[src/rtl/hpm_pkg.sv]
// Shared types and constants of the hyperspectral predictor and mapper.
// Used by the interfaces, the configuration block, the core and the top level.
`default_nettype none
package hpm_pkg;

	localparam int SAMPLE_W   = 16;
	localparam int GEO_W      = 13;
	localparam int CFG_IDX_W  = 3;
	localparam int CFG_DATA_W = 7;

	typedef enum logic [CFG_IDX_W-1:0] {
		REG_SAMPLE_BITS       = 3'd0,
		REG_WEIGHT_RESOLUTION = 3'd1,
		REG_REGISTER_SIZE     = 3'd2,
		REG_NARROW_LOCAL_SUM  = 3'd3,
		REG_PREDICTION_BANDS  = 3'd4,
		REG_FRAME_WIDTH       = 3'd5,
		REG_FRAME_HEIGHT      = 3'd6
	} cfg_reg_t;

	// Configuration after clamping to the legal ranges.
	typedef struct packed {
		logic [4:0]       d;
		logic [4:0]       om;
		logic [6:0]       r;
		logic             narrow;
		logic [1:0]       p;
		logic [GEO_W-1:0] w;
		logic [GEO_W-1:0] h;
	} cfg_t;

	typedef struct packed {
		logic [SAMPLE_W-1:0] mapped;
		logic [SAMPLE_W-1:0] pred;
		logic                band_end;
	} result_t;

endpackage
`default_nettype wire

[src/rtl/hpm_if.sv]
// Valid/ready channel interfaces for samples, results and configuration writes.
// Depends on hpm_pkg for field widths.
`default_nettype none


interface hpm_cfg_if;
	logic                           valid;
	logic                           ready;
	logic [hpm_pkg::CFG_IDX_W-1:0]  index;
	logic [hpm_pkg::CFG_DATA_W-1:0] data;
	modport source (output valid, index, data, input ready);
	modport sink (input valid, index, data, output ready);
endinterface
`default_nettype wire

[src/rtl/hpm_cfg_regs.sv]
// Configuration register file with range clamping.
// Depends on hpm_pkg and hpm_cfg_if.
`default_nettype none
module hpm_cfg_regs #(
	parameter int MAX_WIDTH      = 64,
	parameter int MAX_HEIGHT     = 64,
	parameter int MAX_PRED_BANDS = 3
) (
	input  wire logic      clk,
	input  wire logic      arst_n,
	hpm_cfg_if.sink        cfg,
	output hpm_pkg::cfg_t  cfg_o
);
	localparam int GW = hpm_pkg::GEO_W;

	logic [4:0] d_q, om_q;
	logic [6:0] r_q, w_q, h_q;
	logic       narrow_q;
	logic [1:0] p_q;

	assign cfg.ready = 1'b1;

	always_ff @(posedge clk or negedge arst_n) begin
		if (!arst_n) begin
			d_q      <= 5'd16;
			om_q     <= 5'd13;
			r_q      <= 7'd64;
			narrow_q <= 1'b0;
			p_q      <= 2'd3;
			w_q      <= 7'd64;
			h_q      <= 7'd64;
		end else if (cfg.valid) begin
			case (cfg.index)
				hpm_pkg::REG_SAMPLE_BITS:       d_q      <= cfg.data[4:0];
				hpm_pkg::REG_WEIGHT_RESOLUTION: om_q     <= cfg.data[4:0];
				hpm_pkg::REG_REGISTER_SIZE:     r_q      <= cfg.data;
				hpm_pkg::REG_NARROW_LOCAL_SUM:  narrow_q <= cfg.data[0];
				hpm_pkg::REG_PREDICTION_BANDS:  p_q      <= cfg.data[1:0];
				hpm_pkg::REG_FRAME_WIDTH:       w_q      <= cfg.data;
				hpm_pkg::REG_FRAME_HEIGHT:      h_q      <= cfg.data;
				default: ;
			endcase
		end
	end

	always_comb begin
		cfg_o.d  = (d_q < 5'd2) ? 5'd2 : ((d_q > 5'd16) ? 5'd16 : d_q);
		cfg_o.om = (om_q < 5'd4) ? 5'd4 : ((om_q > 5'd19) ? 5'd19 : om_q);
		cfg_o.r  = (r_q < 7'd32) ? 7'd32 : ((r_q > 7'd64) ? 7'd64 : r_q);
		cfg_o.narrow = narrow_q;
		cfg_o.p  = (int'(p_q) > MAX_PRED_BANDS) ? 2'(MAX_PRED_BANDS) : p_q;
		cfg_o.w  = (w_q == 7'd0) ? GW'(1) :
			((int'(w_q) > MAX_WIDTH) ? GW'(MAX_WIDTH) : GW'(w_q));
		cfg_o.h  = (h_q == 7'd0) ? GW'(1) :
			((int'(h_q) > MAX_HEIGHT) ? GW'(MAX_HEIGHT) : GW'(h_q));
	end
endmodule
`default_nettype wire

[src/flat_wrapper.sv]
// flat-port wrapper written by rule: the top's interface ports become plain ports
module hpm_cfg_regs_flat 
#(
	parameter int MAX_WIDTH      = 64,
	parameter int MAX_HEIGHT     = 64,
	parameter int MAX_PRED_BANDS = 3
)
  (clk, arst_n, cfg_o, cfg_valid, cfg_index, cfg_data, cfg_ready);
  hpm_cfg_if cfg_i ();
  input  wire logic clk;
  input  wire logic arst_n;
  output hpm_pkg::cfg_t cfg_o;
  input wire logic [$bits(cfg_i.valid)-1:0] cfg_valid;
  input wire logic [$bits(cfg_i.index)-1:0] cfg_index;
  input wire logic [$bits(cfg_i.data)-1:0] cfg_data;
  output wire logic [$bits(cfg_i.ready)-1:0] cfg_ready;
  assign cfg_i.valid = cfg_valid;
  assign cfg_i.index = cfg_index;
  assign cfg_i.data = cfg_data;
  assign cfg_ready = cfg_i.ready;
  hpm_cfg_regs #(.MAX_WIDTH(MAX_WIDTH), .MAX_HEIGHT(MAX_HEIGHT), .MAX_PRED_BANDS(MAX_PRED_BANDS)) u_core (.clk(clk), .arst_n(arst_n), .cfg(cfg_i), .cfg_o(cfg_o));
endmodule
[config.mk]
export PLATFORM = sky130hd
export DESIGN_NAME = hpm_cfg_regs_flat
export DESIGN_NICKNAME = d
export VERILOG_FILES = /design/src/rtl/hpm_pkg.sv /design/src/rtl/hpm_if.sv /design/src/rtl/hpm_cfg_regs.sv /design/src/flat_wrapper.sv
export SDC_FILE = /design/constraint.sdc
export NUM_CORES = 1
export LEC_CHECK = 0
export ABC_CLOCK_PERIOD_IN_PS = 2500
export BUFFER_PORTS_ARGS = -buffer_cell sky130_fd_sc_hd__buf_2
export CAP_MARGIN = 25
export CELL_PAD_IN_SITES_DETAIL_PLACEMENT = 1
export CELL_PAD_IN_SITES_GLOBAL_PLACEMENT = 1
export CORE_ASPECT_RATIO = 0.6
export CORE_MARGIN = 5
export CORE_UTILIZATION = 41
export DETAILED_ROUTE_END_ITERATION = 16
export PLACE_DENSITY = 0.81
export SYNTH_ARGS = -nofsm -noshare
export SYNTH_HDL_FRONTEND = slang
export SYNTH_SLANG_ARGS = --single-unit
export TNS_END_PERCENT = 50
[constraint.sdc]
create_clock -name clk -period 2.5 [get_ports clk]
set_clock_uncertainty 0.15 [all_clocks]
set_input_delay 0.5 -clock clk [delete_from_list [all_inputs] [get_ports clk]]
set_output_delay 0.5 -clock clk [all_outputs]
set_load 0.01 [all_outputs]
# Word level (Yosys, flattened, before mapping)

Cells that the tools add are included.

Magnitude comparators: 8
Eq/ne operators: 6
Muxes and demuxes: 10
Reduce and logical (&&, ||, !) cells: 10

Operators by type and width:

| kind               | number |
|---|---|
| $mux 7             | 4 |
| $mux 13            | 2 |
| $gt 7x7->1 const B | 3 |
| $mux 5             | 4 |
| $logic_not 7->1    | 2 |
| $reduce_and 2->1   | 7 |
| $gt 5x5->1 const B | 2 |
| $eq 3x3->1 const B | 3 |
| $lt 7x6->1 const B | 1 |
| $eq 3x2->1 const B | 2 |
| $lt 5x2->1 const B | 1 |
| $lt 5x3->1 const B | 1 |
| $eq 3x1->1 const B | 1 |
| $logic_not 3->1    | 1 |

Register bits: 34
Input bits: 13
Output and inout port bits: 47
Word-level logic and storage cells: 41

# Longest topological paths before layout

Word-level depth: 3
Mapped depth: 4
Mapped depth without buffers: 2

# Worst setup path before layout

Ideal clock, no wire load.

Path kind: register -> output
Start point: register u_core.h_q[4]
End point: output port cfg_o[0] (netlist bit)
Arrival time: 1.153 ns
Path slack: 0.697 ns
Cell stages (with the launch flop): 3
Cells stage by stage: dfrtp_1 -> or3_1 -> o41ai_1

RTL lines:

| element                | line               | source |
|---|---|---|
| from (decl)            | hpm_cfg_regs.sv:17 | `logic [6:0] r_q, w_q, h_q;` |
| from (signal assigned) | hpm_cfg_regs.sv:40 | `hpm_pkg::REG_FRAME_HEIGHT: h_q <= cfg.data;` |
| to (decl)              | flat_wrapper.sv:12 | `output hpm_pkg::cfg_t cfg_o;` |

==> summary.md <==
| Metric | Value |
|---|---|
| Worst slack, placed | ~0.64 ns |
| RSZ-0062 raised after global routing | no |
| Fin nets | approximately 190 |
| CTS tree | built |
| Final setup margin | about 0.33 ns |
| Post-Syn Instances | 136 |
| Period utilization | between 80 and 90% |
| # clock sinks | 34 |
| Crit-path max FO | 3 |
| Final Max Slew Viols | 0 |
| Ys async rst share | 100% |
| Skew-Pair Late Insertion Delay | 0.28 ns |
| Fmax | around 460 MHz |
| Mapped Area | around 1700 µm² |
| Placed Cells | around 230 |
| Placement Cell Area | between 1500 and 2000 µm² |
| Crit path DAT | around 1.5 ns |
| Area growth syn-to-layout | 18.3% |
| First-pass GRT wire length | approximately 6.7 mm |
| Final Core Density | around 50% |
| P per Cell Area | between 800 and 900 nW/µm² |
| DRC Markers | 0 |
| Core Area | approximately 4000 µm² |
| Post-CTS Resized | 0 |
| Final wirelength | around 4.1 mm |
| Unique masters post-synth | 27 |
| Std-Cell Rows | 18 |
| Fillers | between 400 and 500 |
| Vias after detailed routing | approximately 1100 |
| Setup crit start kind | register |
| Setup TNS | 0 ns |
| Placer congestion estimate | around 0.79 |
| Routed vias/inst | around 4.7 |
| EDFF count, synth | 0 |
| Commonest non-fill, non-tap cell in the layout | buf_2 |
| Ant diodes | 0 |
| Worst rel slew slack | 49.1% |
| Hold Buf Count CTS | 0 |
| Initial antenna violation count | 0 |
| Htree depth | 2 |
| Worst reg2reg path startpoint | u_core.om_q[4]$_DFFE_PN0P_ |
| Cell area after layout | 2070 µm² |
| CP cell instances | or3_1, o41ai_1, buf_2 |
| Tightest Pin Transition | 0.763 ns |
| Pin count of the biggest net entering global routing | 35 |
| Req. time, crit path | 1.85 ns |
| Drt first-iter violations | between 40 and 50 |
| Ratio of cells with drive above 1 in the final layout | 57.2% |
| Synth Flop Type | dfrtp_1 |
| Input/output buffers | 46 |
| Min Hold Slack | ~0.12 ns |
| CP Capture Type | output port |
| Clock buffer count from CTS | 5 |
| CTS Buffer Depth | 2 |
| # setup viols final | 0 |
| DP HPWL | 3.06 mm |
| Hold WC Path Type | in -> async |
| Vias in the first global route | 1209 |
| Bufs and invs on worst path | 1 |
| Ys Warns | 0 |
| Drt wl/cell | between 15 and 20 µm |
| Register area share after synthesis | ~49% |
| Status | complete, no violations |
| Crit. Startpoint | u_core.h_q[4]$_DFFE_PN0P_ |
| Non-filler instance count after layout | 240 |
| Tmin final | between 2 and 2.5 ns |
| First-pass DRT Iterations | 4 |
| Leak pwr | between 0.9 and 1 nW |
| Synthesis-stage register bit count | 34 |
| CP max stage cell | dfrtp_1 |
| Reg clk slew, reported paths | ~0.08 ns |
| DRT antenna net count | 0 |
| All-layer global routing usage | between 10% and 20% |
| Initial core utilization | between 40% and 50% |
| Worst Setup Path Type | reg -> out |
| Die area | between 5000 and 6000 µm² |
| Endpoints failing hold | 0 |
| CP peak stage delay | roughly 0.4 ns |
| Post-Syn Area per Cell | roughly 13 µm² |
| Peak VDD IR | about 0.38 mV |
| I/O Pins | 60 |
| Grt ovf | 0 |
| Die Ht | between 60 and 70 µm |
| Crit path max-delay family | flip-flops |
| Maxcap violations | 0 |
| Commonest cells after routing, fill and taps aside | buf_2, mux2_2, dfrtp_1 |
| Die W | between 90 and 100 µm |
| Total power | approximately 1.8 mW |
| Post-CTS Setup Bufs | 0 |
| Clock root cell | clkbuf_8 |
-- per-layer routing --
metal	GRT usage, %	wire, µm	vias up
li1	-	-	528
met1	21.8	1960	567
met2	24.0	1790	40
met3	6.07	300	3
met4	3.09	10	0
met5	0	0	-
-- state kept, by name, indices dropped and copies added (netlist names) --
name             count
u_core.r_q           7
u_core.d_q           5
u_core.h_q           7
u_core.narrow_q      1
u_core.p_q           2
u_core.w_q           7
u_core.om_q          5
-- Yosys cell counts, drive strengths merged, types with 2 or more instances --
library cell | n | area (µm²)
and2 | 5 | 31.3
and4bb | 3 | 37.5
buf | 15 | 116
clkbuf | 6 | 23.8
conb | 2 | 7.51
dfrtp | 25 | 626
dfstp | 9 | 236
inv | 2 | 7.51
mux2 | 34 | 409
nand2 | 4 | 15.0
nand2b | 2 | 12.5
nand4b | 3 | 38.8
nor2b | 14 | 87.6
o22ai | 2 | 12.5
o41ai | 2 | 17.5
or3 | 2 | 12.5
-- area by class of cell --
class | count | area [µm²] | share of cell area, %
timing repair buffer | 46 | 230 | 11.1
sequential | 34 | 862 | 41.7
clock inverter | 3 | 45.0 | 2.18
multi-input combinational | 90 | 778 | 37.7
inverter | 2 | 7.51 | 0.363
tap | 60 | 75.1 | 3.63
clock buffer | 5 | 68.8 | 3.33
-- final timing paths --
path / endpoint / slack [ns] / cells past startpoint
max: cfg_o[0] / 0.33 / 3
min: u_core.h_q[1]$_DFFE_PN0P_ / 0.12 / 1
max reg2reg: u_core.om_q[4]$_DFFE_PN0P_ / 1.46 / 1
min reg2reg: u_core.d_q[0]$_DFFE_PN0P_ / 0.36 / 1
max in group asynchronous: u_core.w_q[4]$_DFFE_PN0P_ / 1.58 / 1
min in group clk: u_core.r_q[6]$_DFFE_PN1P_ / 0.32 / 2
-- kinds of logic (layout without fill, tap and decap cells) --
logic type | after synthesis | in the layout | share of synthesized area, %
buffers and inverters | 23 | 56 | 8.45
AOI/OAI and AO/OA | 6 | 6 | 2.58
and+or+nand+nor | 37 | 37 | 15.8
DFF | 34 | 34 | 49.4
muxes | 34 | 34 | 23.4
other | 2 | 13 | 0.430
-- report_power, final --
part | internal [mW] | total (mW) | switching [mW]
logic | 0.259 | 0.487 | 0.228
clock network | 0.297 | 0.513 | 0.217
registers | 0.697 | 0.806 | 0.109
total | 1.25 | 1.81 | 0.554
Note: power is estimated with default switching activity, not from simulation.
